--- src/lrdm_pkg.sv ---
// Shared types and constants for the loop rate deadline monitor.
// Holds the controller state, the command and status structs and fixed widths.
// No dependencies.
package lrdm_pkg;

  // Default build parameters
  localparam int COUNT_WIDTH = 32;
  localparam int FRAC_BITS   = 16;

  // Fixed field widths
  localparam int TS_W        = 64;
  localparam int RATE_W      = 48;
  localparam int CNT_OUT_W   = 32;
  localparam int CHUNK_W     = 16;
  localparam int NS_W        = 30;
  localparam int CFG_IDX_W   = 1;

  // Result transaction layout
  localparam int OUT_USED_W  = 1 + CNT_OUT_W + CNT_OUT_W + 3 * RATE_W + 1;
  localparam int OUT_TDATA_W = ((OUT_USED_W + 7) / 8) * 8;
  localparam int OUT_PAD_W   = OUT_TDATA_W - OUT_USED_W;

  // Nanoseconds per second
  localparam logic [NS_W-1:0] NS_PER_SEC = 30'd1000000000;

  // Configuration register indexes
  localparam logic [CFG_IDX_W-1:0] REG_MIN_RATE    = 1'b0;
  localparam logic [CFG_IDX_W-1:0] REG_TARGET_RATE = 1'b1;

  // Controller states
  typedef enum logic [2:0] {
    ST_IDLE,
    ST_MUL,
    ST_LOAD,
    ST_DIV,
    ST_COMMIT
  } lrdm_state_t;

  // Controller to datapath commands
  typedef struct packed {
    logic cap;       // capture timestamp and tick count
    logic mul_step;  // one chunk of count * 1e9
    logic div_load;  // load both dividers
    logic div_step;  // one quotient bit in both dividers
    logic commit;    // update statistics and result register
  } lrdm_cmd_t;

  // Datapath to controller status
  typedef struct packed {
    logic rate_path; // this tick computes rates
  } lrdm_sts_t;

endpackage

--- src/lrdm_div.sv ---
// Bit-serial restoring divider with 48-bit saturating quotient.
// One quotient bit per step; a zero divisor yields all ones. Uses lrdm_pkg.
module lrdm_div #(
  parameter int DW = 78
) (
  input  logic                           clk,
  input  logic                           load,
  input  logic                           step,
  input  logic [DW-1:0]                  dividend,
  input  logic [lrdm_pkg::TS_W-1:0]      divisor,
  output logic [lrdm_pkg::RATE_W-1:0]    quot
);

  logic [DW-1:0]                 dvd_r;
  logic [lrdm_pkg::TS_W-1:0]     rem_r;
  logic [lrdm_pkg::TS_W-1:0]     dsr_r;
  logic [lrdm_pkg::RATE_W-1:0]   q_r;
  logic                          sat_r;
  logic                          zero_r;

  logic [lrdm_pkg::TS_W:0]       trial;
  logic [lrdm_pkg::TS_W:0]       diff;
  logic                          ge;

  // Shift in the next dividend bit and try the subtraction
  always_comb begin
    trial = {rem_r, dvd_r[DW-1]};
    ge    = trial >= {1'b0, dsr_r};
    diff  = trial - {1'b0, dsr_r};
  end

  // Advance one quotient bit per step; bits leaving the top mark saturation
  always_ff @(posedge clk) begin
    if (load) begin
      dvd_r  <= dividend;
      dsr_r  <= divisor;
      rem_r  <= '0;
      q_r    <= '0;
      sat_r  <= 1'b0;
      zero_r <= (divisor == '0);
    end else if (step) begin
      dvd_r  <= dvd_r << 1;
      rem_r  <= ge ? diff[lrdm_pkg::TS_W-1:0] : trial[lrdm_pkg::TS_W-1:0];
      q_r    <= {q_r[lrdm_pkg::RATE_W-2:0], ge};
      sat_r  <= sat_r | q_r[lrdm_pkg::RATE_W-1];
    end
  end

  assign quot = (zero_r || sat_r) ? {lrdm_pkg::RATE_W{1'b1}} : q_r;

endmodule

--- src/lrdm_dp.sv ---
// Datapath: statistics registers, count * 1e9 multiplier and two rate dividers.
// Driven by lrdm_ctrl commands; uses lrdm_pkg and lrdm_div.
module lrdm_dp #(
  parameter int COUNT_WIDTH = lrdm_pkg::COUNT_WIDTH,
  parameter int FRAC_BITS   = lrdm_pkg::FRAC_BITS
) (
  input  logic                                clk,
  input  logic                                rst_n,
  input  logic [lrdm_pkg::TS_W-1:0]           in_tdata,
  input  lrdm_pkg::lrdm_cmd_t                 cmd,
  output lrdm_pkg::lrdm_sts_t                 sts,
  input  logic                                cfg_wr_en,
  input  logic [lrdm_pkg::CFG_IDX_W-1:0]      cfg_index,
  input  logic [lrdm_pkg::RATE_W-1:0]         cfg_wdata,
  output logic [lrdm_pkg::OUT_TDATA_W-1:0]    out_tdata
);

  localparam int CW    = COUNT_WIDTH;
  localparam int NCH   = (CW + lrdm_pkg::CHUNK_W - 1) / lrdm_pkg::CHUNK_W;
  localparam int CHW   = NCH * lrdm_pkg::CHUNK_W;
  localparam int PW    = CW + lrdm_pkg::NS_W;
  localparam int PPW   = lrdm_pkg::CHUNK_W + lrdm_pkg::NS_W;
  localparam int MW    = (PW > PPW) ? PW : PPW;
  localparam int DW    = PW + FRAC_BITS;
  localparam int RW    = lrdm_pkg::RATE_W;
  localparam int TW    = lrdm_pkg::TS_W;
  localparam logic [CW-1:0] LIMIT = {{(CW-1){1'b1}}, 1'b0};

  // Statistics state
  logic          active_r,  active_nxt;
  logic [CW-1:0] ticks_r,   ticks_nxt;
  logic [CW-1:0] misses_r,  misses_nxt;
  logic [TW-1:0] start_r,   start_nxt;
  logic [TW-1:0] prev_r,    prev_nxt;
  logic [RW-1:0] latest_r,  latest_nxt;
  logic [RW-1:0] lowest_r,  lowest_nxt;
  logic [RW-1:0] mean_r,    mean_nxt;
  logic [RW-1:0] min_rate_r;

  // Working registers
  logic [TW-1:0]  t_r;
  logic [CHW-1:0] count_r;
  logic [MW-1:0]  acc_r;
  logic [lrdm_pkg::OUT_TDATA_W-1:0] out_data_r, out_data_nxt;

  logic [CW-1:0]  ticks_inc;
  logic           held;
  logic           hit_limit;
  logic [MW-1:0]  partial;
  logic [DW-1:0]  inst_dvd;
  logic [DW-1:0]  mean_dvd;
  logic [RW-1:0]  inst_q;
  logic [RW-1:0]  mean_q;

  // Classify the pending tick from the held state
  always_comb begin
    ticks_inc     = ticks_r + 1'b1;
    held          = ticks_r >= LIMIT;
    hit_limit     = ticks_inc >= LIMIT;
    sts.rate_path = !held && !hit_limit && active_r;
  end

  // Capture the tick and build count * 1e9 one chunk at a time, top chunk first
  assign partial = MW'(count_r[CHW-1 -: lrdm_pkg::CHUNK_W]) * MW'(lrdm_pkg::NS_PER_SEC);

  always_ff @(posedge clk) begin
    if (cmd.cap) begin
      t_r     <= in_tdata;
      count_r <= CHW'(ticks_inc);
      acc_r   <= '0;
    end else if (cmd.mul_step) begin
      count_r <= count_r << lrdm_pkg::CHUNK_W;
      acc_r   <= (acc_r << lrdm_pkg::CHUNK_W) + partial;
    end
  end

  // Dividends: 1e9 and count * 1e9, scaled by the fraction bits
  assign inst_dvd = DW'(lrdm_pkg::NS_PER_SEC) << FRAC_BITS;
  assign mean_dvd = DW'(acc_r[PW-1:0]) << FRAC_BITS;

  lrdm_div #(.DW(DW)) u_div_inst (
    .clk      (clk),
    .load     (cmd.div_load),
    .step     (cmd.div_step),
    .dividend (inst_dvd),
    .divisor  (t_r - prev_r),
    .quot     (inst_q)
  );

  lrdm_div #(.DW(DW)) u_div_mean (
    .clk      (clk),
    .load     (cmd.div_load),
    .step     (cmd.div_step),
    .dividend (mean_dvd),
    .divisor  (t_r - start_r),
    .quot     (mean_q)
  );

  // Next statistics for the tick being committed
  always_comb begin
    active_nxt = active_r;
    ticks_nxt  = ticks_r;
    misses_nxt = misses_r;
    start_nxt  = start_r;
    prev_nxt   = prev_r;
    latest_nxt = latest_r;
    lowest_nxt = lowest_r;
    mean_nxt   = mean_r;
    if (!held) begin
      ticks_nxt = ticks_inc;
      if (hit_limit) begin
        active_nxt = 1'b0;
      end else if (!active_r) begin
        start_nxt  = t_r;
        prev_nxt   = t_r;
        active_nxt = 1'b1;
      end else begin
        latest_nxt = inst_q;
        if (inst_q < min_rate_r) begin
          misses_nxt = misses_r + 1'b1;
        end
        if (inst_q < lowest_r) begin
          lowest_nxt = inst_q;
        end
        mean_nxt = mean_q;
        prev_nxt = t_r;
      end
    end
    out_data_nxt = {{lrdm_pkg::OUT_PAD_W{1'b0}},
                    active_nxt && (misses_nxt != '0),
                    mean_nxt, lowest_nxt, latest_nxt,
                    lrdm_pkg::CNT_OUT_W'(misses_nxt),
                    lrdm_pkg::CNT_OUT_W'(ticks_nxt),
                    active_nxt};
  end

  // Statistics registers update on commit
  always_ff @(posedge clk) begin
    if (!rst_n) begin
      active_r <= 1'b0;
      ticks_r  <= '0;
      misses_r <= '0;
      start_r  <= '0;
      prev_r   <= '0;
      latest_r <= '1;
      lowest_r <= '1;
      mean_r   <= '0;
    end else if (cmd.commit) begin
      active_r <= active_nxt;
      ticks_r  <= ticks_nxt;
      misses_r <= misses_nxt;
      start_r  <= start_nxt;
      prev_r   <= prev_nxt;
      latest_r <= latest_nxt;
      lowest_r <= lowest_nxt;
      mean_r   <= mean_nxt;
    end
  end

  // Load the result register on commit
  always_ff @(posedge clk) begin
    if (cmd.commit) begin
      out_data_r <= out_data_nxt;
    end
  end

  assign out_tdata = out_data_r;

  // Decode configuration writes; the nominal rate affects no statistic
  always_ff @(posedge clk) begin
    if (!rst_n) begin
      min_rate_r <= '0;
    end else if (cfg_wr_en) begin
      unique case (cfg_index)
        lrdm_pkg::REG_MIN_RATE:    min_rate_r <= cfg_wdata;
        lrdm_pkg::REG_TARGET_RATE: min_rate_r <= min_rate_r;
      endcase
    end
  end

  // Tick count never goes backward across a commit
  a_ticks_monotonic: assert property (@(posedge clk) disable iff (!rst_n)
    cmd.commit |=> ticks_r >= $past(ticks_r))
    else $error("tick count decreased");

  // Worst rate never exceeds the latest rate
  a_worst_le_latest: assert property (@(posedge clk) disable iff (!rst_n)
    lowest_r <= latest_r)
    else $error("worst rate above current rate");

  // Monitoring implies a live count below the limit
  a_active_count: assert property (@(posedge clk) disable iff (!rst_n)
    active_r |-> (ticks_r != '0 && ticks_r < LIMIT))
    else $error("monitoring with count out of range");

endmodule

--- src/lrdm_ctrl.sv ---
// Controller: sequences capture, multiply, divide and commit for each tick.
// Owns the handshakes and the result valid flag; uses lrdm_pkg.
module lrdm_ctrl #(
  parameter int COUNT_WIDTH = lrdm_pkg::COUNT_WIDTH,
  parameter int FRAC_BITS   = lrdm_pkg::FRAC_BITS
) (
  input  logic                  clk,
  input  logic                  rst_n,
  input  logic                  in_tvalid,
  output logic                  in_tready,
  output logic                  out_tvalid,
  input  logic                  out_tready,
  input  lrdm_pkg::lrdm_sts_t   sts,
  output lrdm_pkg::lrdm_cmd_t   cmd
);

  localparam int NCH   = (COUNT_WIDTH + lrdm_pkg::CHUNK_W - 1) / lrdm_pkg::CHUNK_W;
  localparam int DW    = COUNT_WIDTH + lrdm_pkg::NS_W + FRAC_BITS;
  localparam int CNT_W = $clog2(DW);

  lrdm_pkg::lrdm_state_t state_r, state_nxt;
  logic [CNT_W-1:0]      cnt_r, cnt_nxt;
  logic                  out_valid_r, out_valid_nxt;

  // State, step counter and result valid registers
  always_ff @(posedge clk) begin
    if (!rst_n) begin
      state_r     <= lrdm_pkg::ST_IDLE;
      cnt_r       <= '0;
      out_valid_r <= 1'b0;
    end else begin
      state_r     <= state_nxt;
      cnt_r       <= cnt_nxt;
      out_valid_r <= out_valid_nxt;
    end
  end

  // Next state and commands
  always_comb begin
    state_nxt = state_r;
    cnt_nxt   = cnt_r;
    cmd       = '0;
    in_tready = 1'b0;
    unique case (state_r)
      lrdm_pkg::ST_IDLE: begin
        in_tready = 1'b1;
        if (in_tvalid) begin
          cmd.cap = 1'b1;
          cnt_nxt = '0;
          state_nxt = sts.rate_path ? lrdm_pkg::ST_MUL : lrdm_pkg::ST_COMMIT;
        end
      end
      lrdm_pkg::ST_MUL: begin
        cmd.mul_step = 1'b1;
        if (cnt_r == CNT_W'(NCH - 1)) begin
          cnt_nxt   = '0;
          state_nxt = lrdm_pkg::ST_LOAD;
        end else begin
          cnt_nxt = cnt_r + 1'b1;
        end
      end
      lrdm_pkg::ST_LOAD: begin
        cmd.div_load = 1'b1;
        cnt_nxt      = '0;
        state_nxt    = lrdm_pkg::ST_DIV;
      end
      lrdm_pkg::ST_DIV: begin
        cmd.div_step = 1'b1;
        if (cnt_r == CNT_W'(DW - 1)) begin
          cnt_nxt   = '0;
          state_nxt = lrdm_pkg::ST_COMMIT;
        end else begin
          cnt_nxt = cnt_r + 1'b1;
        end
      end
      lrdm_pkg::ST_COMMIT: begin
        // Hold until the result register is free
        if (!out_valid_r || out_tready) begin
          cmd.commit = 1'b1;
          state_nxt  = lrdm_pkg::ST_IDLE;
        end
      end
      default: begin
        state_nxt = lrdm_pkg::ST_IDLE;
      end
    endcase
  end

  // Result valid: set on commit, drop once the transaction is taken
  always_comb begin
    if (cmd.commit) begin
      out_valid_nxt = 1'b1;
    end else if (out_tready) begin
      out_valid_nxt = 1'b0;
    end else begin
      out_valid_nxt = out_valid_r;
    end
  end

  assign out_tvalid = out_valid_r;

  // A tick without rates goes straight to commit
  a_fast_path: assert property (@(posedge clk) disable iff (!rst_n)
    (in_tvalid && in_tready && !sts.rate_path) |=> state_r == lrdm_pkg::ST_COMMIT)
    else $error("tick without rates did not go to commit");

  // Division starts from step zero after the load
  a_div_start: assert property (@(posedge clk) disable iff (!rst_n)
    cmd.div_load |=> (state_r == lrdm_pkg::ST_DIV && cnt_r == '0))
    else $error("division did not start after load");

  // A commit always presents a result
  a_commit_valid: assert property (@(posedge clk) disable iff (!rst_n)
    cmd.commit |=> out_valid_r)
    else $error("commit without result valid");

endmodule

--- src/loop_rate_deadline_monitor.sv ---
// Loop rate deadline monitor top level: tick timestamps in, rate statistics out.
// The first tick and ticks at or past the count limit go from accept straight to commit;
// ticks that compute rates pass through the multiply, divider load and divide states
// before commit; the bit-serial dividers produce one quotient bit per cycle.
// The next tick is accepted in the cycle after commit, not before; commit waits
// while an untaken result is held. The two dividers run in parallel.
// Reset: synchronous active-low rst_n resets all statistics (current and worst rate to all ones) and min_rate at once.
module loop_rate_deadline_monitor #(
  parameter int COUNT_WIDTH = lrdm_pkg::COUNT_WIDTH,
  parameter int FRAC_BITS   = lrdm_pkg::FRAC_BITS
) (
  input  logic                              clk,
  input  logic                              rst_n,
  input  logic                              in_tvalid,
  output logic                              in_tready,
  // [63:0] timestamp_ns
  input  logic [lrdm_pkg::TS_W-1:0]         in_tdata,
  output logic                              out_tvalid,
  input  logic                              out_tready,
  // [0] monitoring, [32:1] tick_count, [64:33] miss_count, [112:65] current_rate,
  // [160:113] worst_rate, [208:161] average_rate, [209] realtime_lost, rest zero
  output logic [lrdm_pkg::OUT_TDATA_W-1:0]  out_tdata,
  input  logic                              cfg_wr_en,
  input  logic [lrdm_pkg::CFG_IDX_W-1:0]    cfg_index,
  input  logic [lrdm_pkg::RATE_W-1:0]       cfg_wdata
);

  lrdm_pkg::lrdm_cmd_t cmd;
  lrdm_pkg::lrdm_sts_t sts;

  lrdm_ctrl #(
    .COUNT_WIDTH (COUNT_WIDTH),
    .FRAC_BITS   (FRAC_BITS)
  ) u_ctrl (
    .clk        (clk),
    .rst_n      (rst_n),
    .in_tvalid  (in_tvalid),
    .in_tready  (in_tready),
    .out_tvalid (out_tvalid),
    .out_tready (out_tready),
    .sts        (sts),
    .cmd        (cmd)
  );

  lrdm_dp #(
    .COUNT_WIDTH (COUNT_WIDTH),
    .FRAC_BITS   (FRAC_BITS)
  ) u_dp (
    .clk       (clk),
    .rst_n     (rst_n),
    .in_tdata  (in_tdata),
    .cmd       (cmd),
    .sts       (sts),
    .cfg_wr_en (cfg_wr_en),
    .cfg_index (cfg_index),
    .cfg_wdata (cfg_wdata),
    .out_tdata (out_tdata)
  );

endmodule
--- config.mk ---
export PLATFORM = sky130hd
export DESIGN_NAME = loop_rate_deadline_monitor
export DESIGN_NICKNAME = d
export VERILOG_FILES = /design/src/lrdm_pkg.sv /design/src/lrdm_div.sv /design/src/lrdm_dp.sv /design/src/lrdm_ctrl.sv /design/src/loop_rate_deadline_monitor.sv
export SDC_FILE = /design/constraint.sdc
export NUM_CORES = 2
export LEC_CHECK = 0
export ABC_AREA = 0
export BUFFER_PORTS_ARGS = -buffer_cell sky130_fd_sc_hd__buf_2
export CELL_PAD_IN_SITES_DETAIL_PLACEMENT = 1
export CELL_PAD_IN_SITES_GLOBAL_PLACEMENT = 1
export CORE_AREA = 3 3 367 369
export CTS_BUF_LIST = sky130_fd_sc_hd__clkbuf_2
export DETAILED_ROUTE_END_ITERATION = 10
export DIE_AREA = 0 0 370 372
export PLACE_DENSITY_LB_ADDON = 0.1
export SETUP_SLACK_MARGIN = 0.5
export SYNTH_ARGS = -nofsm -noshare
export SYNTH_HDL_FRONTEND = slang
export SYNTH_SLANG_ARGS = --single-unit
export TNS_END_PERCENT = 1
--- constraint.sdc ---
create_clock -name clk -period 23.7 [get_ports clk]
set_input_delay 1.185 -clock clk [delete_from_list [all_inputs] [get_ports clk]]
set_output_delay 1.185 -clock clk [all_outputs]
set_load 0.01 [all_outputs]
==> metrics.md <==
| Metric | Value |
|---|---|
| Status | `completed` |
| Clk_lat worst skew | `1.78 ns` |
| Clock Path Buffers | `4` |
| CP Class | `flip-flop to flip-flop` |
| Cell mode on critical path | `fa_1` |
| Final worst-path cycle share | `39.1%` |
| CTS root buf | `clkbuf_2` |
| Pre-Repair DR Iteration Count | `6` |
| Post-Syn Instances | `7,852` |
| Worst-Margin Slew | `1.34 ns` |
| Post-synth top cells | `nand2_1, dfxtp_1, inv_1` |
| CP max stage delay | `0.66 ns` |
| Area delta synth->final | `10.7%` |
| Clock sink count | `1,217` |
| Worst r2r src | `u_dp.count_r[21]$_DFFE_PP_` |
| RSZ-0062 raised after global routing | `no` |
| Count leader, synth | `nand2_1` |
| Seq cells post-synth | `between 1,000 and 1,500` |
| Maxcap violations | `0` |
| Post-synth cell types | `92` |
| Die area | `138,000 µm²` |
| Ys flop type | `dfxtp_1` |
| CTS tree | `done` |
| EDFF count, synth | `489` |
| Drt initial violations | `3,990` |
| Finished Layout Cells | `about 10,000` |
| Worst Path Arrival | `about 11 ns` |
| GR Util All Layers | `32.3%` |
| Post-synthesis sequential area ratio | `41.2%` |
| Clock skew | `0.199 ns` |
| Die width | `370 µm` |
| Placed insts | `9,582` |
| Leading area contributor after synthesis | `edfxtp_1` |
| Max Fclk | `108 MHz` |
| Initial antenna violation count | `5` |
| Slew HR | `8.49%` |
| # rows | `133` |
| Max Transition Viols Final | `0` |
| Vert. Die Dim | `between 300 and 400 µm` |
| Setup TNS | `0 ns` |
| Synth warnings | `0` |
| Total core area | `around 130,000 µm²` |
| Largest net degree at the start of global routing | `199` |
| Cts bufs inserted | `336` |
| Syn avg cell area | `9.04 µm²` |
| Finished Core Util | `59.7%` |
| Top post-synthesis cells by area | `edfxtp_1, dfxtp_1, ha_1` |
| Post-synth top area share | `20.7%` |
| Post-layout min period | `9.27 ns` |
| CP max-delay cell | `nor3_1` |
| Vias/cell | `5.83` |
| Vias in the first global route | `63,700` |
| Starting Density | `54.0%` |
| Hold WC Path Type | `primary input to flip-flop` |
| I/O Buffers | `329` |
| I/O pin count | `336` |
| DRT Wirelength | `226 mm` |
| Fraction of layout cells with a size suffix above 1 | `between 10 and 15%` |
| Routed len/inst | `21.8 µm` |
| Vias | `60,500` |
| Layout Nets | `around 9,100` |
| Post-synthesis async set-or-reset flop share | `0%` |
| Total grt overflow | `0` |
| ANT nets after route | `0` |
| Type of origin of the critical path | `flip-flop` |
| Hold Startpoint | `in_tdata[50]` |
| Final Hold Viols | `0` |
| # setup viols final | `0` |
| Setup crit start | `u_dp.count_r[21]$_DFFE_PP_` |
| HPWL Detailed | `approximately 150 mm` |
| Netlist area before placement | `around 70,000 µm²` |
| Cts repair resizes | `0` |
| Setup crit end kind | `flip-flop` |
| DR DRC count | `0` |
| Gpl congestion | `between 0.9 and 1` |
| H-tree level count | `5` |
| First-pass GRT wire length | `about 360 mm` |
| Worst-path clk slew | `around 0.11 ns` |
| Req. time, crit path | `25.32 ns` |
| Crit-path max FO | `7` |
==> worst max-delay path: cells and delay by family (launching register included) <==
family          cells  cell delay (ns)
buf+inv             2             0.25
fa+ha+maj           8             3.76
simple gates       10             2.19
xor+xnor            2             0.32
compound gates     10             2.12
flops               1             0.56
==> layout by cell type, fill, tap and decap left out, drive strengths merged, types with 36 or more instances in the layout <==
master       count
o21bai          51
nand3          181
nor2b          113
nor4            44
xnor2          251
xor2           150
nor3            75
nand4           96
o21a            52
fa             133
clkbuf         502
a21oi          421
nand2b          56
mux2i           99
a22o           185
and2            80
dlygate4sd3    180
nor2           545
a21o           204
buf            365
and3            57
a211oi          38
edfxtp         489
a21boi         185
dfxtp          728
inv            710
nand2         1023
clkinv          85
o21ai          551
or3             36
ha             527
a31oi           52
==> sequential cells by signal (all words and copies together) (netlist names), 48 cells and up <==
| signal | count |
|---|---|
| u_dp.out_tdata | 210 |
| u_dp.prev_r | 64 |
| u_dp.start_r | 64 |
| u_dp.t_r | 64 |
| u_dp.u_div_inst.dsr_r | 64 |
| u_dp.u_div_inst.rem_r | 64 |
| u_dp.u_div_mean.dsr_r | 64 |
| u_dp.u_div_mean.rem_r | 64 |
| u_dp.acc_r | 53 |
| u_dp.u_div_inst.dvd_r | 53 |
| u_dp.u_div_mean.dvd_r | 53 |
| u_dp.latest_r | 48 |
| u_dp.lowest_r | 48 |
| u_dp.mean_r | 48 |
| u_dp.min_rate_r | 48 |
| u_dp.u_div_inst.q_r | 48 |
| u_dp.u_div_mean.q_r | 48 |
==> metal layers <==
metal | part of all wire, % | GRT usage, %
met5 | 0 | 0
met2 | 48 | 54.6
met3 | 4.5 | 5.03
met4 | 3.8 | 13.3
met1 | 43 | 41.4
==> metrics by stage <==
step / worst slack (ns) / hold slack, ns / cell area (µm²)
final: 14.43 / 0.155 / 78500
after global routing: 13.61 / 0.0330 / 78500
after global placement: 14.69 / 0.435 / 73800
after detailed placement: 14.45 / 0.447 / 73800
after CTS: 14.39 / 0.00256 / 78500
after floorplan: 15.07 / 0.425 / 71000
==> worst paths after layout <==
| path | endpoint | slack, ns | depth (start not counted) |
|---|---|---|---|
| worst min-delay path | u_dp.t_r[50]$_DFFE_PP_ | 0.15 | 2 |
| worst max register to register | u_dp.acc_r[55]$_SDFFE_PP0P_ | 14.43 | 32 |
| worst max-delay path | u_dp.acc_r[55]$_SDFFE_PP0P_ | 14.43 | 32 |
| worst min register to register | u_dp.u_div_inst.dvd_r[29]$_SDFFE_PP0N_ | 0.42 | 1 |
==> timing repair <==
action,in CTS,in global routing
setup buffers,0,0
endpoints found under the hold margin,236,0
hold buffers,180,0
==> cell type report <==
class / count / area, µm²
Inverter: 705 / 2660
Timing Repair Buffer: 545 / 3780
Sequential cell: 1217 / 29300
Fill cell: 15500 / 52900
Antenna cell: 10 / 25.0
Clock inverter: 93 / 448
Clock buffer: 502 / 2510
Multi-Input combinational cell: 5540 / 37700
Tap cell: 1755 / 2200
==> kinds of logic after synthesis <==
family,synth area share (%)
compound gates,18.1
flops,41.2
mux,1.44
simple gates,15.3
buf+inv,5.90
other cells,0.00528
xor+xnor,4.95
fa+ha+maj,13.0
Power is not shown: default switching activity piles up to over one toggle a cycle in this logic, so the estimate is an artifact.
